`config.mk`:
```
export PLATFORM = sky130hd
export DESIGN_NAME = mpm_slot_table
export DESIGN_NICKNAME = d
export VERILOG_FILES = /design/src/hdl/mpm_pkg.sv /design/src/hdl/mpm_slot_table.sv
export SDC_FILE = /design/constraint.sdc
export NUM_CORES = 1
export LEC_CHECK = 0
export BUFFER_PORTS_ARGS = -buffer_cell sky130_fd_sc_hd__buf_2
export CELL_PAD_IN_SITES_DETAIL_PLACEMENT = 1
export CELL_PAD_IN_SITES_GLOBAL_PLACEMENT = 1
export CORE_UTILIZATION = 30
export DETAILED_ROUTE_END_ITERATION = 10
export GPL_TIMING_DRIVEN = 0
export PLACE_DENSITY = 0.7
export RECOVER_POWER = 100
export SLEW_MARGIN = 0
export SYNTH_ARGS = -nofsm -noshare
export SYNTH_HDL_FRONTEND = slang
export SYNTH_SLANG_ARGS = --single-unit
```
`constraint.sdc`:
```
create_clock -name clk -period 23.4 [get_ports clk]
set_input_delay 2.34 -clock clk [delete_from_list [all_inputs] [get_ports clk]]
set_output_delay 2.34 -clock clk [all_outputs]
set_load 0.02 [all_outputs]
```
`src/hdl/mpm_pkg.sv`:
```
package mpm_pkg;

	localparam int SLOTS      = 8;
	localparam int PATH_MAX   = 64;
	localparam int STORE_MAX  = PATH_MAX - 1;
	localparam int OFFSET_MAX = 127;

	localparam int SLOT_W = (SLOTS > 1) ? $clog2(SLOTS) : 1;
	localparam int TGT_W  = $clog2(SLOTS + 1);
	localparam int POS_W  = $clog2(PATH_MAX + 1);
	localparam int LEN_W  = $clog2(PATH_MAX);
	localparam int ADDR_W = $clog2(PATH_MAX);
	localparam int REL_W  = (POS_W + 1 > 8) ? POS_W + 1 : 8;

	localparam logic [7:0] SLASH = 8'h2F;

	typedef enum logic [1:0] {
		ST_OK       = 2'd0,
		ST_FULL     = 2'd1,
		ST_NO_MATCH = 2'd2
	} status_t;

	typedef enum logic [1:0] {
		OPEN_NONE   = 2'd0,
		OPEN_MOUNT  = 2'd1,
		OPEN_LOOKUP = 2'd2
	} open_t;

	// per-character control from the sequencer to the slot table
	typedef struct packed {
		logic              step;
		logic              restart;
		logic              lookup;
		logic              is_slash;
		logic [POS_W-1:0]  pos;
		logic [7:0]        ch;
		logic              commit;
		logic [TGT_W-1:0]  target;
		logic [LEN_W-1:0]  len;
	} ctrl_t;

	// slot table answers
	typedef struct packed {
		logic [TGT_W-1:0]  free_slot;
		logic              found;
		logic [SLOT_W-1:0] best;
		logic [LEN_W-1:0]  win_len;
		logic              best_slash;
	} res_t;

endpackage

```
`src/hdl/mpm_slot_table.sv`:
```
module mpm_slot_table (
	input  logic                               clk,
	input  logic                               arst_n,
	input  mpm_pkg::ctrl_t                     ctrl,
	input  logic [mpm_pkg::SLOTS-1:0][7:0]     rd_lane,
	input  logic [mpm_pkg::POS_W-1:0]          plen,
	output mpm_pkg::res_t                      res
);

	logic [mpm_pkg::SLOTS-1:0]                     used_q;
	logic [mpm_pkg::SLOTS-1:0]                     alive_q;
	logic [mpm_pkg::SLOTS-1:0]                     slash_q;
	logic [mpm_pkg::SLOTS-1:0][mpm_pkg::LEN_W-1:0] len_q;
	logic [mpm_pkg::SLOTS-1:0]                     alive_n;
	logic [mpm_pkg::SLOTS-1:0]                     slash_n;

	// per-lane prefix tracking for one lookup character
	always_comb begin
		logic [mpm_pkg::POS_W-1:0] len_x;
		for (int i = 0; i < mpm_pkg::SLOTS; i++) begin
			len_x = mpm_pkg::POS_W'(len_q[i]);
			alive_n[i] = ctrl.restart ? 1'b1 : alive_q[i];
			slash_n[i] = ctrl.restart ? 1'b0 : slash_q[i];
			if (ctrl.lookup && used_q[i]) begin
				if (ctrl.pos < len_x) begin
					alive_n[i] = alive_n[i] & (rd_lane[i] == ctrl.ch);
				end else if (ctrl.pos == len_x) begin
					slash_n[i] = ctrl.is_slash;
				end
			end
		end
	end

	always_ff @(posedge clk or negedge arst_n) begin
		if (!arst_n) begin
			used_q  <= '0;
			alive_q <= '1;
			slash_q <= '0;
			len_q   <= '0;
		end else if (ctrl.step) begin
			alive_q <= alive_n;
			slash_q <= slash_n;
			if (ctrl.commit) begin
				used_q[ctrl.target[mpm_pkg::SLOT_W-1:0]] <= 1'b1;
				len_q[ctrl.target[mpm_pkg::SLOT_W-1:0]]  <= ctrl.len;
			end
		end
	end

	always_comb begin
		logic [mpm_pkg::POS_W-1:0] len_x;
		logic                      cand;
		// lowest free slot, SLOTS when none
		res.free_slot  = mpm_pkg::TGT_W'(mpm_pkg::SLOTS);
		res.found      = 1'b0;
		res.best       = '0;
		res.win_len    = '0;
		res.best_slash = 1'b0;
		for (int i = mpm_pkg::SLOTS - 1; i >= 0; i--) begin
			if (!used_q[i]) begin
				res.free_slot = mpm_pkg::TGT_W'(i);
			end
		end
		// longest match, lowest slot on ties
		for (int i = 0; i < mpm_pkg::SLOTS; i++) begin
			len_x = mpm_pkg::POS_W'(len_q[i]);
			cand = used_q[i] && alive_q[i] && (len_x <= plen) &&
				(len_q[i] <= mpm_pkg::LEN_W'(1) || len_x == plen || slash_q[i]);
			if (cand && len_q[i] > res.win_len) begin
				res.found      = 1'b1;
				res.best       = mpm_pkg::SLOT_W'(i);
				res.win_len    = len_q[i];
				res.best_slash = slash_q[i];
			end
		end
	end

endmodule

```
**Word-level counts from Yosys, hierarchy flattened**

Cells that the tools add are included.

- Bits in registers: 72
- Bits of input ports: 103
- Output and inout bits: 15
- Word-level logic and storage cells: 213

- $lt $le $gt $ge: 34
- Eq/ne operators: 24
- Multiplexer cells: 77
- Bitwise operators: 9
- Reductions and logical operators: 58

Operators by type and width:

| kind | number |
|---|---|
| $mux W11 | 8 |
| $eq A8 B8 Y1 | 8 |
| $mux W1 | 57 |
| $eq A6 B7 Y1 | 8 |
| $eq A7 B6 Y1 | 8 |
| $le A6 B7 Y1 | 8 |
| $lt A7 B6 Y1 | 8 |
| $bwmux W48 | 1 |
| $le A6 B1 Y1 const B | 8 |
| $gt A6 B6 Y1 | 7 |
| $logic_and A1 B1 Y1 | 41 |
| $mux W4 | 8 |
| $demux W6 S3 | 1 |
| $logic_or A1 B1 Y1 | 16 |
| $and A1 B1 Y1 | 8 |
| $or A8 B8 Y8 | 1 |
| $gt A6 B1 Y1 const B | 1 |
| $mux W6 | 1 |
| $lt A3 B4 Y1 const B | 1 |
| $demux W1 S3 | 1 |
| $ge A3 B1 Y1 const B | 1 |
| $reduce_and A2 Y1 | 1 |

**Logic depth before layout (Yosys ltp)**

- Depth in word-level cells: 27
- Depth in mapped cells: 76
- Gate-level depth less buffers: 71

**Worst setup path after synthesis**

OpenSTA, ideal clock, no wires.

- Path kind: input -> output
- Start point: in plen[5] (netlist name)
- End point: out res[1] (netlist name)
- Data arrival time: 15.812 ns
- Required time: 21.060 ns
- Path slack: 5.248 ns
- Stages: 70
- Buffers on the path: 5
- Path through: inv_1 ha_1 a21oi_1 a21oi_1 o22ai_1 and2_1 nand2_1 ha_1 and4_1 o21ai_1 a221oi_2 o21a_1 buf_2 nor2_1 a21oi_1 ha_1 a21oi_1 o2111ai_1 (+34 left out) mux2_4 ha_1 o21a_1 o21a_1 o21ai_0 nand2b_1 a21oi_1 nor3_1 mux2_2 ha_1 nand4_1 nor2_1 a211oi_1 or4_1 clkbuf_1 nand2_1 o22ai_1 a21oi_1

RTL lines:

| item | RTL line | RTL |
|---|---|---|
| start, declared | mpm_slot_table.sv:6 | `input logic [mpm_pkg::POS_W-1:0] plen,` |
| end, declared | mpm_slot_table.sv:7 | `output mpm_pkg::res_t res` |

==> out/qor.csv <==
metric,value,unit
Worst EP required,21.06,ns
clock-pin slew on the worst setup and hold paths,0.06,ns
clock buffer depth,2,
I/O Buffers,100,
Synth cell types,74,
final setup TNS,0,ns
Worst Tran Pin Value,3.239,ns
DRC errors left,0,
P&R area growth vs syn,15.54,%
Avg WL per Cell,21.35,um
# clock sinks,72,
"critical path fanouts, max",10,
final wirelength,29.89,mm
antenna-violating nets left,0,
arrival time at the worst endpoint,19.73,ns
CP Launch Type,input port,
Die W,164.9,um
RSZ-0062 raised after global routing,false,
r2r startpoint,len_q[26],
final net count,1293,
dpl hpwl,23.64,mm
Critical Path End,res[4],
synthesized instance count,948,
register area,0.001812,mm^2
"commonest non-fill, non-tap cell in the layout",ha_1,
"Avg Cell Area, Syn",8.402,um^2
Num CTS Buffers,9,
Min-Delay Path Class,flip-flop to flip-flop,
gr usage total,0.2284,
Post-CTS Setup Bufs,0,
clk_lat worst skew,0.35,ns
GRT met3 Usage,0.03315,
syn nets,1181,
worst relative slew slack,-1.159,
layout cells sized above 1,0.1465,
Lkg Pwr,0.004047,uW
initial drt markers,378,
crit path time final,22.07,ns
GR Util met1,0.2973,
post-CTS resize count,0,
placed cell area,0.008915,mm^2
worst hold path depth,2,
Crit. Startpoint,plen[5],
first-pass GRT wire length,46.17,mm
Max Cap Violations,1,
"setup slack, reg-to-reg",20.77,ns
status,"complete, but fails checks",
H-tree levels,3,
mapped cell area,0.007965,mm^2
pin count of the biggest net entering global routing,60,
"commonest non-fill, non-tap cells in the layout","ha_1, buf_2, nand2_1",
final hold violation count,0,
maximum clock rate,45.30,MHz
Fill cells,3176,
Via density,5.510,
worst vdd ir,0.04367,mV
number of flops mapped to enable cells by yosys,0,
vias in the first global route,8037,
Power Density,77.32,mW/mm^2
Seq cells post-synth,72,
sequential element share of the synthesized area,0.2275,
Synth Flop Type,dfrtp_1,
logic gate share of total power,0.514,
Switching Power,314.0,uW
CTS root buf,clkbuf_16,
CTS tree,built,
reg2reg path depth,8,
Util after Layout,0.3531,
Routability Congestion,0.8537,
TritonRoute pass-1 iters,6,
# IOs,118,
Clk pwr share,0.217,
initial antenna violation count,0,
endpoint of the worst register-to-register path,slash_q[4],
busiest grt layer,met2,
Final Cycle Share,0.9433,
Final Cell Area,0.009203,mm^2
Finish-stage setup viols,0,
Die Ht,164.9,um
number of diodes,0,
core area,0.02606,mm^2
Clock Skew,0.006404,ns
synth warn,0,
area of the multi-input gates,0.005720,mm^2
CP max-delay cell,nor3_1,
Switching Fraction,0.4413,
Reg power frac,0.268,
GR Layer Usage met2,0.3890,
Final Max Tran Viols,60,
Die Area,0.02721,mm^2
slowest cell delay on critical path,1.00,ns
Worst setup EP type,output port,
failing checks,"max-capacitance violations, max-slew violations",
Placement Rows,59,
via count,7714,
Crit Path Class,input port to output port,
most frequent CP cell,ha_1,
Post-CTS Hold Buffers,0,
P_int,397.5,uW
Synth async-reset ratio,1.000,
initial core utilization,0.3057,
"Remaining Overflow, GRT",0,
## synthesized netlist by cell type, types with 20 or more instances
| cell | n | area (um^2) |
|---|---|---|
| a21oi_1 | 49 | 245.2 |
| clkbuf_1 | 27 | 101.4 |
| dfrtp_1 | 64 | 1602 |
| ha_1 | 130 | 1627 |
| inv_1 | 75 | 281.5 |
| mux2_2 | 20 | 225.2 |
| nand2_1 | 91 | 341.6 |
| nand3_1 | 20 | 100.1 |
| nand4_1 | 30 | 187.7 |
| nor2_1 | 38 | 142.6 |
| nor2b_1 | 23 | 143.9 |
| o21ai_0 | 80 | 400.4 |
| xnor2_1 | 47 | 411.6 |
| xor2_1 | 24 | 210.2 |
## worst max-delay path, delay by kind of cell
family | cells | cell delay [ns]
muxes | 2 | 0.85
buffers and inverters | 11 | 2.52
and+or+nand+nor | 18 | 3.98
AOI/OAI and AO/OA | 33 | 7.20
adders and majority gates | 9 | 2.81
## cell type report
type,count,area share
inverters,75,0.03059
clock inverters,6,0.009925
clock buffers,10,0.02597
well taps,335,0.04555
multi-input cells,764,0.6216
plain buffers,37,0.01564
repair buffers,101,0.05384
flip-flops and latches,72,0.1969
## power by group through the flow
stage	Clock (uW)	Combinational, uW	Sequential (uW)
6_report	155	366	191
3_5_place_dp	0	364	192
5_1_grt	161	412	194
3_3_place_gp	0	348	191
2_1_floorplan	0	259	175
4_1_cts	156	368	190
## flip-flops by register name, summed over array words and instances, names as in the netlist
signal and flops:
alive_q 8, used_q 8, slash_q 8, len_q 48
## per-stage QoR
stage	worst slack (ns)	instances	hold WS, ns	total power [uW]
after floorplan	5.248	948	0.4822	434.1
after global placement	2.121	1383	0.4998	539.3
after detailed placement	1.770	1384	0.5005	556.0
after CTS	1.737	1400	0.5098	714.3
after global routing	0.1993	1400	0.5250	767.5
final	1.327	1400	0.5128	711.5
## worst min path at each step
stage	start	to
after global routing	alive_q[1]	alive_q[1]
after CTS	alive_q[1]	alive_q[1]
final	alive_q[1]	alive_q[1]
after global placement	alive_q[1]	alive_q[1]
after floorplan	slash_q[4]	slash_q[4]
after detailed placement	alive_q[1]	alive_q[1]
## cells by family (layout without fill, tap and decap cells)
| group | after synthesis | in the layout | share of synthesized area |
|---|---|---|---|
| buffers and inverters | 112 | 229 | 0.05341 |
| multiplexers | 33 | 33 | 0.04571 |
| flip-flops | 72 | 72 | 0.2275 |
| AND/OR/NAND/NOR | 282 | 282 | 0.1827 |
| XOR/XNOR | 71 | 71 | 0.07807 |
| adder cells (fa/ha/maj) | 132 | 132 | 0.2069 |
| AO/OA/AOI/OAI | 246 | 246 | 0.2058 |
## metal layers
metal / part of all wire / vias to the layer above
li1: - / 3673
met1: 0.45 / 3760
met2: 0.47 / 241
met3: 0.052 / 40
met4: 0.022 / 0
met5: 0 / -
Power figures use the tool's default switching activity.
