===== src/hdl/mpm_ram.sv =====
module mpm_ram #(
	parameter int WIDTH = 8,
	parameter int DEPTH = 64
) (
	input  logic                     clk,
	input  logic                     we,
	input  logic [$clog2(DEPTH)-1:0] waddr,
	input  logic [WIDTH-1:0]         wdata,
	input  logic [$clog2(DEPTH)-1:0] raddr,
	output logic [WIDTH-1:0]         rdata
);

	logic [WIDTH-1:0] mem [DEPTH];

	always_ff @(posedge clk) begin
		if (we) begin
			mem[waddr] <= wdata;
		end
		rdata <= mem[raddr];
	end

endmodule


===== config.mk =====
export PLATFORM = sky130hd
export DESIGN_NAME = mpm_ram
export DESIGN_NICKNAME = d
export VERILOG_FILES = /design/src/hdl/mpm_ram.sv
export SDC_FILE = /design/constraint.sdc
export NUM_CORES = 1
export LEC_CHECK = 0
export BUFFER_PORTS_ARGS = -buffer_cell sky130_fd_sc_hd__buf_2
export CORE_MARGIN = 4
export CORE_UTILIZATION = 37
export DETAILED_ROUTE_END_ITERATION = 16
export REMOVE_ABC_BUFFERS = 1
export SLEW_MARGIN = 20
export SYNTH_ARGS = -nofsm -noshare
export SYNTH_HDL_FRONTEND = slang
export SYNTH_SLANG_ARGS = --single-unit

===== constraint.sdc =====
create_clock -name clk -period 2.2 [get_ports clk]
set_input_delay 0.33 -clock clk [delete_from_list [all_inputs] [get_ports clk]]
set_output_delay 0.33 -clock clk [all_outputs]
set_load 0.05 [all_outputs]

**Word-level counts from Yosys, hierarchy flattened**

Memory sizes are Yosys's and may differ from the RTL's. A register that Yosys moved wholly into a read port is not among the register bits.
Index checks and enable logic that the tools add are counted.

- Multiplexer cells: 2

Operators by type and width:

| kind | number |
|---|---|
| $mux W1 | 2 |

- Output and inout bits: 8
- Memories: 1
- Memory bits (writable): 512
- Flip-flop bits (word level): 0
- Word-level logic and storage cells: 3
- Bits of input ports: 22

Memory list:

| name | depth | bits a word | rd ports | clocked after memory_dff | wr ports | RTL line | RTL |
|---|---|---|---|---|---|---|---|
| mem | 64 | 8 | 1 | 1 | 1 | 13 | `logic [WIDTH-1:0] mem [DEPTH];` |

**Longest topological paths before layout**

Gate-level depths: netlist of run 1.

- Depth in word-level cells: 2
- Depth in mapped cells: 9
- Gate-level depth less buffers: 5

**Worst setup path after synthesis of run 1**

Ideal clock, no wire load.

- Path kind: input to register
- Start point: input port raddr[1]
- End point: register rdata[3] (read register of mem)
- Path slack: 0.202 ns
- Path buffers: 3
- Data required time: 2.072 ns
- Library setup time: 0.128 ns
- Cell stages on the path: 7
- Data arrival time: 1.870 ns
- Path through: buf_4 buf_2 buf_2 mux4_2 mux4_2 o21ai_1 o41ai_1

RTL lines:

| element | RTL line | RTL |
|---|---|---|
| start: declaration | 9 | `input logic [$clog2(DEPTH)-1:0] raddr,` |
| end: declaration | 10 | `output logic [WIDTH-1:0] rdata` |

==> results of run 1 <==
-- sequential cells by signal (all words and copies together) (netlist names) --
| signal | flops |
|---|---|
| rdata | 8 |
| mem | 512 |
-- final cells by class --
type / instances / area (um^2)
antenna: 2 / 5.00
fill: 4512 / 30000
sequential: 520 / 15500
clock buffer: 63 / 1390
tap: 696 / 871
clock inverter: 34 / 402
timing repair buffer: 179 / 1440
multi-input combinational: 369 / 4320
-- worst max-delay path by stage --
stage,startpoint,end,slack [ps],cells after the start
finish,mem[21][4],rdata[4],90,6
global route,mem[28][4],rdata[4],60,6
CTS,mem[21][4],rdata[4],80,6
detailed placement,raddr[0],rdata[1],-350,7
global placement,raddr[0],rdata[1],-360,7
floorplan,raddr[0],rdata[4],510,5
-- power breakdown --
| group | switching, mW | internal (mW) | total [mW] |
|---|---|---|---|
| registers | 0.0356 | 11.0 | 11.0 |
| clock network | 3.67 | 5.53 | 9.20 |
| logic | 0.710 | 0.468 | 1.18 |
| total | 4.42 | 17.0 | 21.4 |
-- cells in the final DEF, fill, tap and decap left out, drive strengths merged, types with 6 or more instances in the layout --
cell / n
mux4: 126
nand3: 13
clkbuf: 64
nand2b: 7
mux2i: 23
nor2b: 14
nor2: 83
dfxtp: 8
buf: 178
nor3: 7
edfxtp: 512
clkinv: 22
a221oi: 6
o22ai: 8
bufinv: 9
o221ai: 8
mux2: 13
nand2: 19
-- Yosys cell counts, drive strengths merged, types with 4 or more instances --
| cell | instances |
|---|---|
| nand2b | 7 |
| nand2 | 19 |
| edfxtp | 512 |
| nand3 | 13 |
| nor3 | 7 |
| mux4 | 126 |
| nor2b | 14 |
| clkbuf | 17 |
| a221oi | 6 |
| buf | 34 |
| nor2 | 83 |
| o21ai | 4 |
| mux2i | 23 |
| mux2 | 13 |
| o22ai | 8 |
| a211oi | 4 |
| dfxtp | 8 |
| o221ai | 8 |
-- critical path, stage by stage (launching register included) --
cell and delay, ps:
edfxtp_1 360, mux4_2 470, mux2_2 310, o221a_2 290, nor3_1 330, buf_4 180
o32ai_1 70
-- metal layers --
metal | part of all wire | vias up | track usage
li1 | - | 4295 | -
met1 | 0.43 | 5214 | 0.230
met2 | 0.47 | 367 | 0.254
met3 | 0.072 | 76 | 0.0288
met4 | 0.029 | 0 | 0.0529
met5 | 0 | - | 0
-- metrics by stage --
stage,TNS (ps),hold WS (ps),setup WS (ps),util,instances
2_1_floorplan,0,429,509,-,889
3_3_place_gp,-2090,780,-356,0.411,1764
3_5_place_dp,-2130,781,-349,0.411,1764
4_1_cts,0,143,75.1,0.444,1861
5_1_grt,0,183,56.9,0.444,1861
6_report,0,177,90.0,0.444,1863
-- logic make-up (layout without fill, tap and decap cells) --
logic type      count (synthesis)  count (layout)  synth area share
compound gates                 54              54            0.0207
buf+inv                        51             276            0.0157
flops                         520             520             0.770
mux                           162             162             0.159
other cells                     0               2                 0
simple gates                  153             153            0.0339
==> impl_metrics.csv, run 1 <==
group,metric,value,unit
status,outcome,"complete, no violations",
timing,relSlewSlack,0.522,
setup_path,worstPathRequired,2670,ps
pwr,vdd_drop_max,0.000688,V
worst_hold_path,worstHoldPathCells,3,
drt,wl,45700,um
yosys,synth_warnings,0,
clocking,cts_tree,"built",
setup_path,crit_fanout,1,
drt,drc,0,
placement,portBuffers,29,
clocking,clk_transition_reported_paths,60,ps
yosys,synth_edf_count,512,
floorplanning,core-area,53900,um^2
timing,fmax,0.474,GHz
clocking,post_cts_resized,0,
placement,hpwl,29200,um
global_route,grt_remaining_overflow,0,
yosys,ys_seq_area_frac,0.770,
global_route,grt_start_max_net_pins,65,
timing,finalCriticalPeriod,2110,ps
timing,drv_slew,0,
setup_path,r2r_start,"mem[21][4]",
drt,drtPass1Iterations,5,
yosys,ys_ff_latch,520,
yosys,synth_area_leaders,"edfxtp_1 76%, mux4_2 14%, nor2_1 1.5%",
setup_path,worst_ep_arrival_time,2580,ps
yosys,synth-async-reset-ratio,0,
clocking,postCtsSetupBuffers,0,
timing,rsz0062_at_grt,"no",
setup_path,regToRegEndpoint,"rdata[4]",
drt,ant_nets,0,
clocking,clock_latency,600,ps
drt,wl_per_cell,24.6,um
floorplanning,io_pins,30,
finish,area_growth,18.7,%
yosys,syn-cell-area,20200,um^2
global_route,grt_pass1_vias,10200,
placement,gp_congestion,0.796,
yosys,synthFlopType,"edfxtp_1",
floorplanning,start_util,0.374,
timing,setup_viol,0,
pwr,p_leak,7.77,nW
clocking,root_buffer,"clkbuf_16",
clocking,cts_made_buffers,52,
yosys,synth.top_cell.area_share,0.762,
global_route,grt_usage,0.161,
setup_path,end_kind,"flip-flop",
clocking,hold_buffers,0,
floorplanning,die-area,58300,um^2
worst_hold_path,hold_path_class,"in -> reg",
timing,fin_crit_sh,0.959,
pwr,power,21.4,mW
worst_hold_path,worstHoldEndpoint,"rdata[6]",
clocking,cts_sinks,520,
finish,drive_gt1_frac,0.341,
setup_path,worstSetupPathType,"reg -> reg",
setup_path,startpoint_type,"flip-flop",
placement,dpl-instance-area,22200,um^2
yosys,syn_avg_cell_area,21.5,um^2
job,drv_cap,0,
clocking,htree_levels,2,
worst_hold_path,min_from,"raddr[5]",
finish,fin_area,23900,um^2
yosys,synth_cell_type_count,40,
floorplanning,die_w,241,um
pwr,p_per_area,893,nW/um^2
yosys,yosysTopAreaCell,"edfxtp_1",
finish,fin_nets,1144,
setup_path,r2r_slack,90,ps
global_route,grt_pass1_wl,68900,um
floorplanning,die_height,241,um
global_route,antenna_found_initial,2,
drt,viasPerCell,5.34,
drt,dr.first_iter.drc_count,1014,
floorplanning,row_count,85,
timing,worst_slew_pin_slew,718,ps
yosys,syn_inst,940,
setup_path,worstRegToRegCells,6,
drt,via_count,9952,
timing,final-hold-violation-count,0,
timing,skew,22.5,ps
clocking,cts_max_path_buffers,3,
Power figures use the tool's default switching activity.
==> inputs of run 2 (changes only) <==
Clock period 2.2 ns to 2.65 ns, I/O delays scaled along.
==> run 2 against run 1 <==
Against the previous run: first-iteration DRC count is 4.6% lower; global-route usage is 0.055 points lower; combinational power is 20% lower; fmax is 5.7% higher; cell area is 1.3% lower; non-clock buffer count is 27 lower; via count is 0.45% lower; final cell count is 1.4% lower; routed wire length is 0.25% higher; worst setup slack better by 560 ps; die area stayed put.
==> impl_metrics.csv, run 2 (synthesized netlist as in run 1, its figures left out) <==
group,metric,value,unit
setup_path,worstPathRequired,3130,ps
finish,regMostFlops,"mem",
clocking,htree_levels,2,
setup_path,r2r_slack,650,ps
pwr,power_switching,3.67,mW
timing,finalCriticalPeriod,2000,ps
setup_path,worstRegToRegCells,5,
clocking,cts_made_buffers,53,
setup_path,end_kind,"flip-flop",
floorplanning,row_count,85,
clocking,root_buffer,"clkbuf_16",
pwr,p_sw_frac,0.212,
finish,fillers,4529,
timing,fin_ws,653,ps
finish,final_common_cell,"edfxtp_1",
finish,final_util,0.438,
drt,ant_nets,0,
setup_path,worstSetupPathType,"reg -> reg",
drt,wl_per_cell,25.0,um
status,outcome,"complete, no violations",
timing,worst_slew_pin_slew,931,ps
setup_path,worst_ep_arrival_time,2480,ps
timing,fmax,0.501,GHz
clocking,post_cts_resized,0,
worst_hold_path,worstHoldPathCells,1,
worst_hold_path,worstHoldEndpoint,"mem[16][7]",
worst_hold_path,hold_path_class,"in -> reg",
global_route,grt_remaining_overflow,0,
drt,drc,0,
floorplanning,io_pins,30,
floorplanning,die-area,58300,um^2
finish,diodes,0,
drt,drtPass1Iterations,5,
floorplanning,start_util,0.374,
placement,gp_congestion,0.801,
placement,pre_cts_ws,8.86,ps
timing,relSlewSlack,0.379,
setup_path,path_delay_family,"multiplexers",
pwr,internal-power,13.6,mW
pwr,p_per_area,733,nW/um^2
finish,most-common-layout-cells,"512 x edfxtp_1, 126 x mux4_2, 115 x buf_4",
global_route,grt_start_max_net_pins,65,
finish,fin_area,23600,um^2
job,drv_cap,0,
finish,fin_nets,1118,
placement,portBuffers,29,
clocking,postCtsSetupBuffers,0,
pwr,p_leak,7.58,nW
setup_path,crit_fanout,1,
timing,drv_slew,0,
finish,drive_gt1_frac,0.325,
global_route,antenna_found_initial,0,
timing,setup_viol,0,
timing,fin_crit_sh,0.753,
clocking,cts_sinks,520,
clocking,cts_tree,"built",
timing,final-hold-violation-count,0,
clocking,clock_latency,610,ps
placement,dpl-instance-area,21900,um^2
finish,top_regs,"mem x512, rdata x8",
setup_path,r2r_start,"mem[21][6]",
clocking,hold_buffers,0,
drt,dr.first_iter.drc_count,967,
setup_path,startpoint_type,"flip-flop",
global_route,grt_usage,0.161,
floorplanning,die_w,241,um
drt,viasPerCell,5.40,
timing,skew,21.9,ps
setup_path,cpPeakStageDelay,470,ps
floorplanning,die_height,241,um
pwr,vdd_drop_max,0.000500,V
floorplanning,core-area,53900,um^2
placement,hpwl,29400,um
global_route,grt_pass1_wl,68500,um
clocking,cts_max_path_buffers,3,
global_route,grt_pass1_vias,10200,
pwr,clkPwrFrac,0.418,
worst_hold_path,min_from,"wdata[7]",
setup_path,cp_slowest_cell,"mux4_2",
setup_path,regToRegEndpoint,"rdata[6]",
finish,largest_register_ffs,512,
finish,area_growth,17.2,%
pwr,p_comb_frac,0.054,
setup_path,worst-path-buf-inv,0,
pwr,p_seq_frac,0.528,
timing,rsz0062_at_grt,"no",
drt,wl,45900,um
drt,via_count,9907,
setup_path,crit_chain,"mux4_2 > mux2_2 > o221a_2 > nor3_1 > o32ai_1",
clocking,clk_transition_reported_paths,60,ps
==> run 2: changes by cell type in the layout (fill, tap and decap cells not counted), sizes merged <==
| cell | before | now |
|---|---|---|
| clkbuf | 64 | 68 |
| bufinv | 9 | 4 |
| diode | 2 | 0 |
| clkinvlp | 2 | 3 |
| buf | 178 | 151 |
| clkinv | 22 | 24 |
==> run 2: area by class of cell <==
type                            instances  area (um^2)  share of cell area
Multi-Input combinational cell        369         4320               0.183
Clock inverter                         32          289              0.0122
Tap cell                              696          871              0.0369
Sequential cell                       520        15500               0.657
Timing Repair Buffer                  152         1210              0.0511
Clock buffer                           67         1410              0.0597
==> run 2: how the worst max path moves through the flow <==
stage	slack, ps	endpoint	cells after the start	from
final	650	rdata[6]	5	mem[21][6]
after global routing	540	rdata[0]	5	mem[47][0]
after CTS	570	rdata[0]	5	mem[47][0]
after detailed placement	9	rdata[0]	6	raddr[1]
after global placement	-6	rdata[0]	6	raddr[1]
after floorplan	890	rdata[4]	5	raddr[0]
==> run 2: power groups by stage <==
| stage | clock [mW] | combinational, mW | sequential, mW |
|---|---|---|---|
| after global placement | 0 | 0.943 | 9.31 |
| after CTS | 7.39 | 0.956 | 9.13 |
| after global routing | 7.76 | 1.01 | 9.13 |
| after floorplan | 0 | 0.353 | 9.35 |
| final | 7.24 | 0.940 | 9.13 |
| after detailed placement | 0 | 0.955 | 9.31 |
==> run 2: per-layer routing <==
layer / part of all wire / GRT usage / routed length, um / vias up
met3: 0.060 / 0.0265 / 2730 / 72
met4: 0.026 / 0.0496 / 1190 / 0
met5: 0 / 0 / 0 / -
li1: - / - / - / 4250
met1: 0.43 / 0.229 / 19900 / 5235
met2: 0.48 / 0.256 / 22100 / 350
==> run 2: through the flow <==
stage          instances  power (mW)  setup TNS [ps]  hold WS (ps)
5_1_grt             1836        17.9               0           216
2_1_floorplan        889        9.70               0           496
3_3_place_gp        1737        10.2           -6.15           803
3_5_place_dp        1737        10.3               0           816
4_1_cts             1836        17.5               0           202
6_report            1836        17.3               0           233
==> inputs of run 3 (changes only) <==
Clock period 2.65 ns to 2 ns, I/O delays scaled along.
==> run 3 against run 2 <==
Against the previous run: worst hold slack worse by 62 ps; non-clock buffer count up 41; combinational power up 39%; fmax up 3.9%; worst setup slack worse by 580 ps; total power up 38%; final cell count up 2.3%; flip-flop and latch count unchanged; register-to-register slack worse by 580 ps; count of clock-buffer cells in the layout down 10; clock power up 45%; critical path depth up 1; highest routed layer unchanged.
==> impl_metrics.csv, run 3 (synthesized netlist as in run 1, its figures left out) <==
group,metric,value,unit
drt,wl_per_cell,24.6,um
pwr,p_seq_frac,0.506,
worst_hold_path,hold_path_class,"in -> reg",
timing,rsz0062_at_grt,"no",
finish,final_common_cell,"edfxtp_1",
global_route,grt_start_max_net_pins,65,
setup_path,worstSetupPathType,"reg -> reg",
clocking,clk_transition_reported_paths,60,ps
drt,viasPerCell,5.32,
global_route,grt_pass1_wl,69300,um
timing,skew,28.0,ps
clocking,cts_tree,"built",
finish,largest_register_ffs,512,
timing,finalSetupTns,0,ps
drt,drc,0,
drt,drtPass1Iterations,5,
setup_path,worstPathRequired,2440,ps
clocking,root_buffer,"clkbuf_16",
placement,gp_congestion,0.801,
pwr,vdd_drop_max,0.000567,V
placement,dp_cells,1778,
clocking,cts_made_buffers,52,
timing,final-hold-violation-count,0,
job,drv_cap,0,
finish,finalNonFillerCells,1878,
drt,ant_nets,0,
global_route,grt_remaining_overflow,0,
pwr,p_sw_frac,0.207,
timing,setup_viol,0,
pwr,clkPwrFrac,0.439,
drt,wl,46200,um
timing,finalCriticalPeriod,1920,ps
clocking,cts_sinks,520,
floorplanning,die_height,241,um
clocking,htree_levels,2,
global_route,grt_pass1_vias,10500,
setup_path,crit_chain,"mux4_2 > mux2_2 > o221a_2 > nor3_2 > buf_4 > o32ai_1",
pwr,internal-power,19.0,mW
setup_path,cpPeakStageDelay,460,ps
drt,via_count,9984,
global_route,antenna_found_initial,2,
pwr,power_switching,4.95,mW
finish,top_regs,"mem x512, rdata x8",
pwr,p_comb_frac,0.055,
timing,relSlewSlack,0.508,
setup_path,cp_slowest_cell,"mux4_2",
drt,dr.first_iter.drc_count,932,
floorplanning,die-area,58300,um^2
placement,portBuffers,29,
finish,most-common-layout-cells,"512 x edfxtp_1, 157 x buf_4, 126 x mux4_2",
finish,fin_nets,1158,
floorplanning,start_util,0.374,
finish,drive_gt1_frac,0.358,
timing,worst_slew_pin_slew,737,ps
placement,hpwl,29000,um
setup_path,worst_ep_arrival_time,2370,ps
timing,drv_slew,0,
clocking,cts_max_path_buffers,3,
floorplanning,die_w,241,um
timing,fmax,0.520,GHz
floorplanning,io_pins,30,
finish,area_growth,19.7,%
timing,fin_crit_sh,0.961,
clocking,clock_latency,600,ps
floorplanning,row_count,85,
pwr,p_per_area,990,nW/um^2
floorplanning,core-area,53900,um^2
pwr,p_leak,7.87,nW
setup_path,end_kind,"flip-flop",
finish,regMostFlops,"mem",
setup_path,crit_fanout,1,
status,outcome,"complete, no violations",
global_route,grt_usage,0.162,
setup_path,startpoint_type,"flip-flop",
## run 3: changes by cell type in the layout (fill, tap and decap cells not counted), moves of 2 or more
cell       previous run  this run
buf_4               115       157
buf_2                26        24
clkbuf_1             12         3
clkinv_4              2         6
bufinv_16             4        11
diode_2               0         2
## run 3: cell type report
type                       instances  area [um^2]
fill                            4476        29800
tap                              696          871
clock buffer                      57         1360
timing repair buffer             193         1530
multi-input combinational        369         4320
antenna                            2         5.00
clock inverter                    41          513
sequential                       520        15500
## run 3: layer usage
metal	global-route usage	wire, um	vias to the layer above
met2	0.266	22600	296
met5	0	0	-
met3	0.0324	3050	60
met1	0.221	19500	5303
met4	0.0485	1070	0
li1	-	-	4325
## run 3: final timing paths
check	start	to	slack, ps	cells past startpoint
worst max-delay path	mem[29][4]	rdata[4]	80	6
worst min-delay path	raddr[5]	rdata[1]	170	3
worst max register to register	mem[29][4]	rdata[4]	80	6
worst min register to register	mem[30][6]	rdata[6]	820	3
## run 3: metrics by stage
stage	cell area (um^2)	hold WS (ps)	utilization	worst slack [ps]	total power [mW]
after detailed placement	22200	743	0.413	-466	13.7
after CTS	24100	124	0.447	19.9	24.1
final	24100	172	0.448	77.7	23.9
after global routing	24100	176	0.448	8.35	24.7
after floorplan	19900	399	-	316	12.9
after global placement	22200	745	0.413	-430	13.6
## run 3: critical path: cells and delay by family, from the launching register on
family / cells / cell delay [ps]
muxes: 2 / 750
AOI/OAI and AO/OA: 2 / 360
DFF: 1 / 360
and+or+nand+nor: 1 / 180
buffers and inverters: 1 / 140
## run 3: power groups by stage
stage / logic, mW / clock network, mW / registers [mW]
2_1_floorplan: 0.467 / 0 / 12.4
5_1_grt: 1.40 / 11.2 / 12.1
4_1_cts: 1.33 / 10.7 / 12.1
3_3_place_gp: 1.31 / 0 / 12.3
6_report: 1.31 / 10.5 / 12.1
3_5_place_dp: 1.33 / 0 / 12.3
## run 3: repair_timing
| action | in CTS | in global routing |
|---|---|---|
| endpoints found under the setup margin | 0 | 2 |
| hold buffers | 0 | 0 |
| buffers inserted | 0 | 0 |
| resized for setup | 0 | 2 |
